$ cat src/rtl/core/tvcm_pkg.sv
`timescale 1ns / 1ps
package tvcm_pkg;
  localparam int CoordW  = 16;
  localparam int EdgeW   = CoordW + 1;        // 17
  localparam int CrossW  = 2 * EdgeW + 1;     // 35
  localparam int ProdW   = CrossW + EdgeW;    // 52
  localparam int TripW   = ProdW + 2;         // 54
  localparam int MagW    = TripW - 1;         // 53
  localparam int VolW    = 48;
  localparam int PipeDepth = 5;
endpackage

$ cat src/rtl/core/tvcm_div6.sv
`timescale 1ns / 1ps
// Exact floor(mag/6): shift out the factor two, then divide by 3 in two
// register stages. Split h into 26-bit halves; since 2^26 mod 3 is 1,
// floor(h/3) = floor(hi/3) * 2^26 + floor(((hi mod 3) * 2^26 + lo) / 3).
// Each division uses a reciprocal multiply, exact for the operands here, which stay below 2^28.
module tvcm_div6 (
  input  logic                    clk,
  input  logic                    en,
  input  logic [tvcm_pkg::MagW-1:0] mag,
  output logic [tvcm_pkg::VolW-1:0] quo
);
  import tvcm_pkg::*;
  localparam int HW = MagW - 1;  // 52 bits after halving
  localparam int SW = HW / 2;    // 26 bits per half
  localparam int PW = SW + 34;   // reciprocal product width
  localparam logic [31:0] Recip3 = 32'hAAAAAAAB;
  logic [HW-1:0] h;
  logic [PW-1:0] hi_prod;
  logic [SW-1:0] hi_q_next;
  logic [SW-1:0] hi_rem;
  logic [SW-1:0] hi_q;
  logic [1:0] hi_r;
  logic [SW-1:0] lo;
  logic [SW+1:0] x;
  logic [PW-1:0] x_prod;
  logic [HW-1:0] quo_next;
  assign h = mag[MagW-1:1];

  // high half: quotient and remainder by three
  assign hi_prod = PW'(h[HW-1:SW]) * PW'(Recip3);
  assign hi_q_next = hi_prod[33 +: SW];
  assign hi_rem = h[HW-1:SW] - hi_q_next - {hi_q_next[SW-2:0], 1'b0};

  always_ff @(posedge clk) begin
    if (en) begin
      hi_q <= hi_q_next;
      hi_r <= hi_rem[1:0];
      lo <= h[SW-1:0];
    end
  end

  // low half with the carried remainder; its quotient stays below 2^26
  assign x = {hi_r, lo};
  assign x_prod = PW'(x) * PW'(Recip3);
  assign quo_next = {hi_q, x_prod[33 +: SW]};

  always_ff @(posedge clk) begin
    if (en) quo <= quo_next[VolW-1:0];
  end
endmodule

$ cat config.mk
export PLATFORM = sky130hd
export DESIGN_NAME = tvcm_div6
export DESIGN_NICKNAME = d
export VERILOG_FILES = /design/src/rtl/core/tvcm_pkg.sv /design/src/rtl/core/tvcm_div6.sv
export SDC_FILE = /design/constraint.sdc
export NUM_CORES = 1
export LEC_CHECK = 0
export BUFFER_PORTS_ARGS = -buffer_cell sky130_fd_sc_hd__buf_4
export CAP_MARGIN = 20
export CORE_AREA = 2 2 212 214
export DETAILED_ROUTE_END_ITERATION = 7
export DIE_AREA = 0 0 214 216
export HOLD_SLACK_MARGIN = 0.03
export PLACE_DENSITY = 0.76
export SLEW_MARGIN = 15
export SYNTH_ARGS = -nofsm -noshare
export SYNTH_HDL_FRONTEND = slang
export SYNTH_SLANG_ARGS = --single-unit
$ cat constraint.sdc
create_clock -name clk -period 7.8 [get_ports clk]
set_clock_uncertainty 0.1 [all_clocks]
set_input_delay 1.56 -clock clk [delete_from_list [all_inputs] [get_ports clk]]
set_output_delay 1.56 -clock clk [all_outputs]
set_load 0.005 [all_outputs]
==> results of run 1 <==
## cell families (layout without fill, tap and decap cells)
family / Yosys count / in the layout / share of synthesized area
flip-flops: 98 / 98 / 0.136
XOR/XNOR: 72 / 72 / 0.0291
buffers and inverters: 618 / 867 / 0.107
AO/OA/AOI/OAI: 244 / 244 / 0.0779
adder cells (fa/ha/maj): 818 / 818 / 0.611
AND/OR/NAND/NOR: 172 / 172 / 0.0389
## worst min path at each step
| stage | from | end | slack, ns | cells past startpoint |
|---|---|---|---|---|
| 2_1_floorplan | hi_q[0] | quo[26] | 0.30 | 0 |
| 4_1_cts | hi_q[11] | quo[37] | 0.32 | 0 |
| 3_5_place_dp | hi_q[11] | quo[37] | 0.31 | 0 |
| 6_report | hi_q[16] | quo[42] | 0.32 | 0 |
| 5_1_grt | hi_q[11] | quo[37] | 0.33 | 0 |
| 3_3_place_gp | hi_q[19] | quo[45] | 0.30 | 0 |
## Yosys cell counts (all sizes together), types with 6 or more instances
master and n:
a211oi 11, a21o 44, a21oi 73, a31oi 9, and3 8, edfxtp 98
fa 398, ha 420, inv 614, nand2 40, nand2b 6, nand3 20
nand4 11, nor2 46, nor2b 11, nor3 13, o211ai 10, o21a 7
o21ai 45, o21bai 6, xnor2 49, xor2 23
## flip-flops by register name, summed over array words and instances, names as in the netlist
signal and cells:
quo 48, hi_r 2, lo 26, hi_q 22
## per-stage QoR
step | worst slack, ns | hold slack [ns] | std cells
final | 0.185 | 0.321 | 2863
after floorplan | 0.00269 | 0.300 | 2022
after global routing | -0.0974 | 0.329 | 2863
after detailed placement | -0.393 | 0.305 | 2845
after global placement | -0.340 | 0.301 | 2845
after CTS | 0.00119 | 0.322 | 2861
## routing by layer
layer  vias to the layer above  part of all wire
li1                       6903                 -
met5                         -                 0
met2                       255              0.50
met4                         0             0.027
met1                      7328              0.43
met3                        79             0.036
## area by class of cell
class | count | share of cell area
Multi-Input combinational cell | 1306 | 0.672
Sequential cell | 98 | 0.120
Inverter | 614 | 0.0937
Timing Repair Buffer | 237 | 0.0724
Tap cell | 592 | 0.0301
Clock buffer | 9 | 0.00916
Clock inverter | 7 | 0.00331
## cell usage in the layout (no fill, tap or decap), types with 5 or more instances in the layout
cell and n:
sky130_fd_sc_hd__ha_4 7, sky130_fd_sc_hd__a211oi_1 8, sky130_fd_sc_hd__nand2_1 40, sky130_fd_sc_hd__xor2_1 22, sky130_fd_sc_hd__a21o_1 41, sky130_fd_sc_hd__nand4_1 11, sky130_fd_sc_hd__xnor2_1 49, sky130_fd_sc_hd__nand3_1 19
sky130_fd_sc_hd__nor2_1 44, sky130_fd_sc_hd__o21ai_1 5, sky130_fd_sc_hd__fa_1 391, sky130_fd_sc_hd__and3_1 8, sky130_fd_sc_hd__a31oi_1 8, sky130_fd_sc_hd__ha_1 412, sky130_fd_sc_hd__o21bai_1 6, sky130_fd_sc_hd__nand2b_1 6
sky130_fd_sc_hd__buf_4 237, sky130_fd_sc_hd__o21ai_0 37, sky130_fd_sc_hd__nor2b_1 11, sky130_fd_sc_hd__o211ai_1 9, sky130_fd_sc_hd__fa_2 7, sky130_fd_sc_hd__nor3_1 12, sky130_fd_sc_hd__o21a_1 7, sky130_fd_sc_hd__a21oi_1 70
sky130_fd_sc_hd__inv_1 613, sky130_fd_sc_hd__clkbuf_16 9, sky130_fd_sc_hd__edfxtp_1 98
## timing repair
action	4_1_cts	5_1_grt
hold buffers	0	0
resized for setup	0	11
buffers inserted	0	2
setup endpoints to repair	0	13
==> run summary, run 1 <==
The cell with the largest stage delay on the worst path is sky130_fd_sc_hd__fa_2. The post-detailed-route DRC marker count came out at 0. Grouping stages by cell kind, the critical path spends the most delay in adder cells. The detailed placer's ending HPWL came out at 42800 microns. Measured in cells, the most critical reg-to-reg path has a length of 25. The H-tree depth reported by CTS came out at 3. Max-cap violations in this run came to 0. The final count of pins violating max slew came out at 0.

The share of synthesized registers carrying an async set or reset came out at 0. The area of the multi-input gates came out at 16500 sq um. The global routing met1 resource utilization came out at 0.277. The buffer levels on the longest clock path is 2. The initial core utilization is 0.494. Setup repair after global routing could not meet its margin everywhere. The pin count of the biggest net entering global routing came out at 69. The setup violation total in the final timing report is 0.

In this run the standard cell core region covers 43800 sq um. met2 is the most crowded layer. The global-route met3 utilization is 0.0293.

Dividing the detail-routed wire length by the instance count gives 16.6 microns. The biggest area contributor in the post-synthesis netlist is sky130_fd_sc_hd__fa_1. The net count of the mapped netlist came out at 2895. The synthesized instance count is 2022. The top fanout value on the critical path came out at 4.

In the global route stage, met2 resource usage came out at 0.385. Clock-pin slew was measured on the worst setup and hold paths at 0.08 ns. The critical path runs through a total of 27 cells. The minimum clock period after layout came out at 7.61 ns. The chip height is 216 microns. Sorting the synthesized cells by area gives the leading types as sky130_fd_sc_hd__fa_1 (37%), sky130_fd_sc_hd__ha_1 (24%), sky130_fd_sc_hd__edfxtp_1 (14%), sky130_fd_sc_hd__inv_1 (11%), sky130_fd_sc_hd__xnor2_1 (2.0%). The tree is rooted in a sky130_fd_sc_hd__clkbuf_16. The count of port buffers added during placement is 101. The total number of vias came out at 14600. The global-route wire length before repair came out at 80100 microns. In this run the mean area of a mapped cell was 10.7 sq um.

Summing all placed instances gives a cell area of 24200 sq um. During synthesis, Yosys emitted a total of 0 warnings. The residual overflow from global routing is 0. Across every metal layer, demand over resource in global routing totals 0.218. The cell area after layout came out at 24600 sq um.

The detailed-route wire length came out at 47500 microns. The total count of hold-check failures in the final report was 0. The repair_antennas step left the layout with diodes totalling 0. The worst setup path is launched from an input port.

For this run, the leading register cell type out of synthesis is sky130_fd_sc_hd__edfxtp_1. The startpoint of the most critical setup path is mag[38]. Measured against its own limit, the worst slew margin works out to 0.400. Counting stages on the worst path, the most repeated cell is sky130_fd_sc_hd__inv_1. The post-detailed-route via-to-cell ratio is 5.09. The count of nets left with antenna violations once routing finished came out at 0. The detailed-routing iteration count for the pre-antenna-repair pass is 5. For the pin with the worst max-slew slack, the measured transition is 0.900 ns. The die boundary width came out at 214 microns. The endpoint identified for the worst register-to-register timing path is quo[24]. The number of ports placed on the die boundary is 103. The synthesized netlist occupies a cell area of 21600 sq um.

The delay of the slowest cell on the worst path came out at 0.61 ns. The share of the synthesized area in the top cell type is 0.368. For this run, the share of the core covered by cells in the final layout is 0.561.

The number of filler cells placed in the layout is 3695. The first-iteration detailed-routing DRC count came out at 635. The setup slack of the most critical reg-to-reg path came out at 0.43 ns.

The insertion delay to the later sink of the worst-skew pair is 0.39 ns. The run finished with clean final reports. From synthesis to final layout, the design area changed by 13.6%. In this run the worst setup path terminates at hi_r[1]. The post-synthesis sequential element count came out at 98.

The via count of the first global-routing pass came to 16500. The number of buffers and inverters on the critical path came out at 7. The final layout net count came out at 3139. The number of different library cells used by synthesis comes to 65. The initial antenna violation count is 0. TritonCTS built the clock tree.

The period utilization came out at 0.976. The fraction of final layout cells with drive strength greater than 1 came out at 0.132. The die covers 46200 sq um. The number of buffers created by CTS is 9. After floorplanning, the core was divided into 77 placement rows. The number of enable flip-flop cells after synthesis is 98. In the final layout, flip-flops and latches occupy 2940 sq um. The worst hold path belongs to the class reg -> reg. Counting every sink on the clock net gives 98. The source of the worst register-to-register timing path is lo[7]. At the end of routability-driven placement, the weighted congestion stood at 0.921. In the final timing run, aggregate negative setup slack is 0 ns. For this run, the register share of the synthesized area comes to 0.136. The data required time of the worst path came out at 7.83 ns. The worst endpoint data arrival time came out at 7.65 ns. The worst setup path category is in -> reg.

The highest attainable clock frequency came out at 131 MHz. STA classifies the critical path endpoint as a flop.
Power of run 1 is not shown: default switching activity piles up to over one toggle a cycle in this logic, so the estimate is an artifact.
==> run 2: changes to the inputs <==
--- a/config.mk
+++ b/config.mk
@@ -10,6 +10,7 @@
 export CORE_AREA = 2 2 212 214
 export DETAILED_ROUTE_END_ITERATION = 7
 export DIE_AREA = 0 0 214 216
+export GPL_TIMING_DRIVEN = 0
 export HOLD_SLACK_MARGIN = 0.03
 export PLACE_DENSITY = 0.76
 export SLEW_MARGIN = 15
==> run 2 against run 1 <==
  * Core utilization decreased by 1.5 points
  * Cell area decreased by 2.7%
  * Hold slack got worse by 0.0076 ns
  * Fmax decreased by 1.8%
  * Sequential cell count unchanged
  * Count of clock-buffer cells in the layout unchanged
  * Setup slack got worse by 0.14 ns
  * First-iteration DRC count decreased by 3.1%
  * Non-clock buffer count decreased by 108
  * Critical path type unchanged
  * Largest cell class unchanged
==> run summary, run 2 (synthesized netlist as in run 1, its figures left out) <==
The area of the core is 43800 sq um (unchanged). The detailed-routing wirelength on met1 is 19600 microns (was 20600 microns). The number of buffers and inverters on the critical path came out at 6 (was 7). The top layer reached by signal wires is met4 (unchanged). Result of the run: complete, no violations (unchanged). The setup violation total in the final timing report came out at 0 (unchanged). The final layout net count came out at 3031 (was 3139). The routed wire length per instance came out at 16.8 microns (was 16.6 microns). The most flop-heavy register is quo (unchanged). The total track usage came out at 0.210 (was 0.218).

The chip height came out at 216 microns (unchanged). The residual overflow from global routing was 0 (unchanged). The final antenna-violating net count came out at 0 (unchanged).

The post-detailed-route via-to-cell ratio is 5.15 (was 5.09). The H-tree depth reported by CTS is 3 (unchanged). The worst setup path category is in -> reg (unchanged). The worst endpoint data arrival time came out at 7.78 ns (was 7.65 ns). The total number of vias was 14200 (was 14600). The number of filler cells placed in the layout came out at 3690 (was 3695). The placement row count is 77 (unchanged). RSZ-0062 raised after global routing: yes (unchanged). The buffer levels on the longest clock path is 2 (unchanged). The endpoint class of the critical path is a flop (unchanged). The number of diodes added for antenna fixing is 0 (unchanged). The transition time of the tightest slew-check pin is 0.949 ns (was 0.900 ns). The worst hold slack across all endpoints came out at 0.314 ns (was 0.321 ns). The relative slew slack is 0.367 (was 0.400). The wire length on met2 came out at 23300 microns (was 23900 microns). The clock root buffer is sky130_fd_sc_hd__clkbuf_16 (unchanged). The insertion delay to the later sink of the worst-skew pair came to 0.38 ns (was 0.39 ns). The count of max-cap constraint violations is 0 (unchanged). The top fanout value on the critical path is 4 (unchanged). The utilization after layout came out at 0.546 (was 0.561). The type of the worst min-delay path is reg -> reg (unchanged).

The detailed-route wire length is 46400 microns (was 47500 microns). The fraction of final layout cells with drive strength greater than 1 is 0.106 (was 0.132). The family with the most delay on the worst path was adder cells (unchanged). The period utilization came out at 0.995 (was 0.976). The number of buffers created by CTS is 9 (unchanged). The number of ports placed on the die boundary is 103 (unchanged). The number of flip-flops in the largest register came out at 48 (unchanged).

The startpoint of the most critical setup path is mag[31] (was mag[38]). The final weighted congestion in routability-driven placement was 0.939 (was 0.921). The launch point of the worst hold path is hi_q[1] (was hi_q[16]). The cell with the largest stage delay on the worst path is sky130_fd_sc_hd__fa_2 (unchanged). The total count of hold-check failures in the final report is 0 (unchanged). The detailed placer's ending HPWL is 40400 microns (was 42800 microns). The layout overhead on the synthesized area came to 10.6% (was 13.6%). The kind of start point of the critical path is an input port (unchanged). The TritonCTS clock tree is yes (unchanged). The most frequent standard cell in the layout excluding fill and tap cells is sky130_fd_sc_hd__inv_1 (unchanged).

The post-place setup slack came out at -1.02 ns (was -0.393 ns). The area enclosed by the die boundary came out at 46200 sq um (unchanged). Largest regs: quo: 48 flops, lo: 26 flops, hi_q: 22 flops (unchanged). The clock-pin slew reported for the worst setup and hold paths after clock tree synthesis is 0.09 ns (was 0.08 ns).

The number of clock sinks is 98 (unchanged). The delay of the slowest cell on the worst path came out at 0.66 ns (was 0.61 ns). The detailed-routing iteration count for the pre-antenna-repair pass came out at 5 (unchanged). Commonest cells after routing, fill and taps aside: sky130_fd_sc_hd__inv_1 (607), sky130_fd_sc_hd__ha_1 (407), sky130_fd_sc_hd__fa_1 (377) (was sky130_fd_sc_hd__inv_1 (613), sky130_fd_sc_hd__ha_1 (412), sky130_fd_sc_hd__fa_1 (391)). The highest attainable clock frequency came out at 129 MHz (was 131 MHz). The source of the worst register-to-register timing path was lo[7] (unchanged). The count of port buffers added during placement came out at 101 (unchanged). The initial core utilization came to 0.494 (unchanged).

The initial antenna violation count is 0 (unchanged). The global-route wire length before repair came out at 77100 microns (was 80100 microns). The met3 wirelength from detailed routing is 2250 microns (was 1710 microns). The via count of the first global-routing pass came to 15500 (was 16500).

The die boundary width came to 214 microns (unchanged). The pin count of the biggest net entering global routing is 99 (was 69). The post-detailed-route DRC marker count was 0 (unchanged). The final count of pins violating max slew is 0 (unchanged). The most common cell type on the critical path is sky130_fd_sc_hd__fa_2 (was sky130_fd_sc_hd__inv_1). The minimum clock period after layout is 7.76 ns (was 7.61 ns). The first-iteration detailed-routing DRC count came to 615 (was 635). The data required time of the worst path came to 7.82 ns (was 7.83 ns). The post-route worst setup slack came to 0.0427 ns (was 0.185 ns).
run 2: cell count changes in the layout (fill, tap and decap cells not counted), moves of 3 or more:
cell,previous run,this run
sky130_fd_sc_hd__buf_4,237,124
sky130_fd_sc_hd__fa_1,391,377
sky130_fd_sc_hd__fa_2,7,21
sky130_fd_sc_hd__inv_1,613,607
sky130_fd_sc_hd__ha_1,412,407
sky130_fd_sc_hd__a211oi_1,8,4
sky130_fd_sc_hd__inv_2,1,5
sky130_fd_sc_hd__o21ai_2,3,7
sky130_fd_sc_hd__a211oi_2,3,6
sky130_fd_sc_hd__ha_2,1,4
sky130_fd_sc_hd__o21ai_1,5,2
run 2: per-layer routing:
layer  global-route usage  vias up
li1                     -     6692
met1                0.269     7138
met2                0.366      294
met3               0.0324       70
met4               0.0683        0
met5                    0        -
run 2: area by class of cell:
type	count	area (sq um)	area share
Clock inverter	7	81.3	0.00340
Tap cell	592	741	0.0309
Sequential cell	98	2940	0.123
Buffer	4	17.5	0.000732
Inverter	614	2310	0.0966
Clock buffer	9	225	0.00941
Timing Repair Buffer	125	942	0.0394
Multi-Input combinational cell	1306	16700	0.697
run 2: final timing paths:
check | to | slack (ns) | cells past startpoint
hold / removal | quo[27] | 0.31 | 0
hold reg to reg | quo[27] | 0.31 | 0
setup reg to reg | quo[12] | 0.31 | 26
setup / recovery | hi_r[1] | 0.04 | 26
run 2: what timing repair did:
action,CTS,global route
resized for setup,20,36
buffers inserted,12,12
hold buffers,0,0
setup endpoints to repair,16,20
pin swaps,13,29
cloned,0,0
run 2: per-stage QoR:
step / std cells / area, sq um / TNS [ns]
3_5_place_dp: 2715 / 23200 / -7.62
2_1_floorplan: 2022 / 21700 / 0
3_3_place_gp: 2715 / 23200 / -6.60
6_report: 2755 / 23900 / 0
5_1_grt: 2755 / 23900 / -0.464
4_1_cts: 2743 / 23700 / -0.0118
Power of run 2 is left out for the same reason.
==> run 3: changes to the inputs <==
==> constraint.sdc (replaced) <==
create_clock -name clk -period 7.8 [get_ports clk]
set_clock_uncertainty 0.1 [all_clocks]
set_input_delay 0.78 -clock clk [delete_from_list [all_inputs] [get_ports clk]]
set_output_delay 0.78 -clock clk [all_outputs]
set_load 0.005 [all_outputs]
==> run 3 against run 2 <==
  * First-iteration DRC count increased by 9.8%
  * Register-to-register slack got worse by 0.04 ns
  * Cell area is 1.5% lower
  * Global-route usage down 0.38 points
  * Count of clock-buffer cells in the layout stayed put
  * Cell count decreased by 0.65%
  * Largest cell class unchanged
  * Fmax is 3.1% higher
  * Hold slack got worse by 0.0032 ns
  * Highest routed layer unchanged
  * Sequential cell count unchanged
  * Core utilization shrank 0.84 points
  * Die area did not move
  * Setup slack improved by 0.23 ns
==> run summary, run 3 (synthesized netlist as in run 1, its figures left out) <==
The TritonCTS clock tree is yes (unchanged). The total number of vias came out at 14200 (about the same). The clock-pin slew reported for the worst setup and hold paths after clock tree synthesis was 0.08 ns (was 0.09 ns). The number of buffers created by CTS came out at 9 (unchanged). The transition time of the tightest slew-check pin was 0.963 ns (was 0.949 ns). The area of the core came out at 43800 sq um (unchanged). The total count of hold-check failures in the final report came out at 0 (unchanged). The layout overhead on the synthesized area came to 8.85% (was 10.6%). The source of the worst register-to-register timing path is lo[6] (was lo[7]). The post-detailed-route DRC marker count is 0 (unchanged). The worst endpoint data arrival time is 7.58 ns (was 7.78 ns).

The met3 wirelength from detailed routing is 2120 microns (was 2250 microns). The type of the worst min-delay path was reg -> reg (unchanged). The highest attainable clock frequency is 133 MHz (was 129 MHz). The post-detailed-route via-to-cell ratio is 5.18 (was 5.15). The period utilization is 0.965 (was 0.995). The chip height is 216 microns (unchanged). The most frequent standard cell in the layout excluding fill and tap cells is sky130_fd_sc_hd__inv_1 (unchanged). The count of cells along the worst register-to-register path came out at 21 (was 26). The detailed-route wire length came out at 45900 microns (was 46400 microns).

The final-layout setup total negative slack is 0 ns (unchanged). The area enclosed by the die boundary came out at 46200 sq um (unchanged). The data required time of the worst path is 7.85 ns (was 7.82 ns). The initial antenna violation count came to 0 (unchanged). The final layout net count came out at 3013 (was 3031). The fraction of final layout cells with drive strength greater than 1 is 0.0755 (was 0.106). The final standard cell count with taps included and fillers excluded came out at 2737 (was 2755). The number of ports placed on the die boundary is 103 (unchanged). The instance count after placement with tap cells included is 2715 (unchanged). The worst setup path category was reg -> reg (was in -> reg). The kind of start point of the critical path is a flop (was input port).

The top fanout value on the critical path came out at 6 (was 4). Commonest cells after routing, fill and taps aside: sky130_fd_sc_hd__inv_1 (614), sky130_fd_sc_hd__ha_1 (419), sky130_fd_sc_hd__fa_1 (393) (was sky130_fd_sc_hd__inv_1 (607), sky130_fd_sc_hd__ha_1 (407), sky130_fd_sc_hd__fa_1 (377)). The final weighted congestion in routability-driven placement came out at 0.919 (was 0.939).

The wire length on met2 is 23200 microns (was 23300 microns). The residual overflow from global routing was 0 (unchanged). The total track usage came out at 0.206 (was 0.210).

The endpoint of the lowest-slack register-to-register path is quo[20] (was quo[12]). The top layer reached by signal wires is met4 (unchanged). The buffer levels on the longest clock path is 2 (unchanged). The first-iteration detailed-routing DRC count is 675 (was 615). The final count of pins violating max slew is 0 (unchanged). The post-place setup slack came out at -0.762 ns (was -1.02 ns). The number of clock sinks came out at 98 (unchanged). The post-route worst setup slack came out at 0.273 ns (was 0.0427 ns). The count of port buffers added during placement came to 101 (unchanged). The end point of the critical path is quo[20] (was hi_r[1]). The relative slew slack came out at 0.358 (was 0.367). The detailed-routing iteration count for the pre-antenna-repair pass came out at 7 (was 5). The via count of the first global-routing pass is 15500 (about the same). The endpoint class of the critical path is a flop (unchanged).

The number of filler cells placed in the layout came out at 3752 (was 3690). The number of diodes added for antenna fixing is 0 (unchanged). Largest regs: quo: 48 flops, lo: 26 flops, hi_q: 22 flops (unchanged). Result of the run: complete, no violations (unchanged). The H-tree depth reported by CTS is 3 (unchanged). The most flop-heavy register was quo (unchanged). The global-route wire length before repair came out at 75500 microns (was 77100 microns). The pin count of the biggest net entering global routing is 99 (unchanged). The insertion delay to the later sink of the worst-skew pair is 0.38 ns (about the same). The detailed-routing wirelength on met1 came out at 19400 microns (was 19600 microns). The startpoint of the most critical setup path was lo[6] (was mag[31]). The minimum clock period after layout came out at 7.53 ns (was 7.76 ns).

The placement row count came out at 77 (unchanged). The detailed placer's ending HPWL was 40400 microns (about the same). The final antenna-violating net count is 0 (unchanged). The setup slack of the most critical reg-to-reg path came out at 0.27 ns (was 0.31 ns). The die boundary width came to 214 microns (unchanged). The setup violation total in the final timing report came out at 0 (unchanged).

The count of max-cap constraint violations came to 0 (unchanged). RSZ-0062 raised after global routing: no (was yes). The number of flip-flops in the largest register is 48 (unchanged). The clock root buffer is sky130_fd_sc_hd__clkbuf_16 (unchanged). The routed wire length per instance came to 16.8 microns (about the same). The initial core utilization is 0.494 (unchanged).
==> run 3: cell count changes in the layout (fill, tap and decap cells not counted), moves of 4 or more <==
| cell | previous run | this run |
|---|---|---|
| sky130_fd_sc_hd__fa_2 | 21 | 5 |
| sky130_fd_sc_hd__o21ai_2 | 7 | 3 |
| sky130_fd_sc_hd__ha_1 | 407 | 419 |
| sky130_fd_sc_hd__buf_4 | 124 | 106 |
| sky130_fd_sc_hd__fa_1 | 377 | 393 |
| sky130_fd_sc_hd__inv_1 | 607 | 614 |
| sky130_fd_sc_hd__inv_2 | 5 | 0 |
| sky130_fd_sc_hd__ha_4 | 9 | 0 |
==> run 3: worst min path at each step <==
stage	start	to	slack [ns]	depth (start not counted)
2_1_floorplan	hi_q[0]	quo[26]	0.30	0
3_3_place_gp	hi_q[18]	quo[44]	0.30	0
3_5_place_dp	hi_q[11]	quo[37]	0.30	0
4_1_cts	hi_q[11]	quo[37]	0.31	0
5_1_grt	hi_q[12]	quo[38]	0.33	0
6_report	hi_q[11]	quo[37]	0.31	0
==> run 3: critical path: stages (launching register included) <==
cell and delay, ns:
sky130_fd_sc_hd__edfxtp_1 0.51, sky130_fd_sc_hd__ha_1 0.42, sky130_fd_sc_hd__fa_1 0.65, sky130_fd_sc_hd__fa_2 0.63, sky130_fd_sc_hd__inv_1 0.07, sky130_fd_sc_hd__fa_1 0.70
sky130_fd_sc_hd__inv_1 0.10, sky130_fd_sc_hd__fa_1 0.51, sky130_fd_sc_hd__inv_1 0.05, sky130_fd_sc_hd__fa_1 0.47, sky130_fd_sc_hd__inv_1 0.06, sky130_fd_sc_hd__fa_1 0.39
sky130_fd_sc_hd__ha_1 0.39, sky130_fd_sc_hd__a21o_1 0.21, sky130_fd_sc_hd__a21o_1 0.19, sky130_fd_sc_hd__o21ai_0 0.42, sky130_fd_sc_hd__o211ai_1 0.22, sky130_fd_sc_hd__o21ai_2 0.28
sky130_fd_sc_hd__o31ai_2 0.13, sky130_fd_sc_hd__a21o_1 0.24, sky130_fd_sc_hd__a2111o_1 0.42, sky130_fd_sc_hd__o311ai_1 0.13
==> run 3: through the flow <==
stage / utilization / area (sq um) / hold WS, ns
2_1_floorplan: - / 21600 / 0.300
3_3_place_gp: 0.528 / 23100 / 0.302
3_5_place_dp: 0.528 / 23100 / 0.305
4_1_cts: 0.536 / 23500 / 0.314
5_1_grt: 0.538 / 23600 / 0.327
6_report: 0.538 / 23600 / 0.311
==> run 3: layout make-up <==
type                       count  area (sq um)  area share
clock inverter                 7          86.3     0.00366
inverter                     614          2300      0.0978
tap                          592           741      0.0314
multi-input combinational   1306         16400       0.698
timing repair buffer         107           807      0.0342
buffer                         4          17.5    0.000743
sequential                    98          2940       0.125
clock buffer                   9           225     0.00956
==> run 3: layer usage <==
layer	track usage	vias to the layer above
li1	-	6648
met1	0.261	7133
met2	0.365	326
met3	0.0304	58
met4	0.0648	0
met5	0	-
==> run 3: repair_timing <==
item | CTS | global route
endpoints found under the setup margin | 9 | 11
resized for setup | 6 | 7
endpoints found under the hold margin | 0 | 0
pin swaps | 1 | 2
hold buffers | 0 | 0
buffers inserted | 3 | 3
Power of run 3 is left out for the same reason.
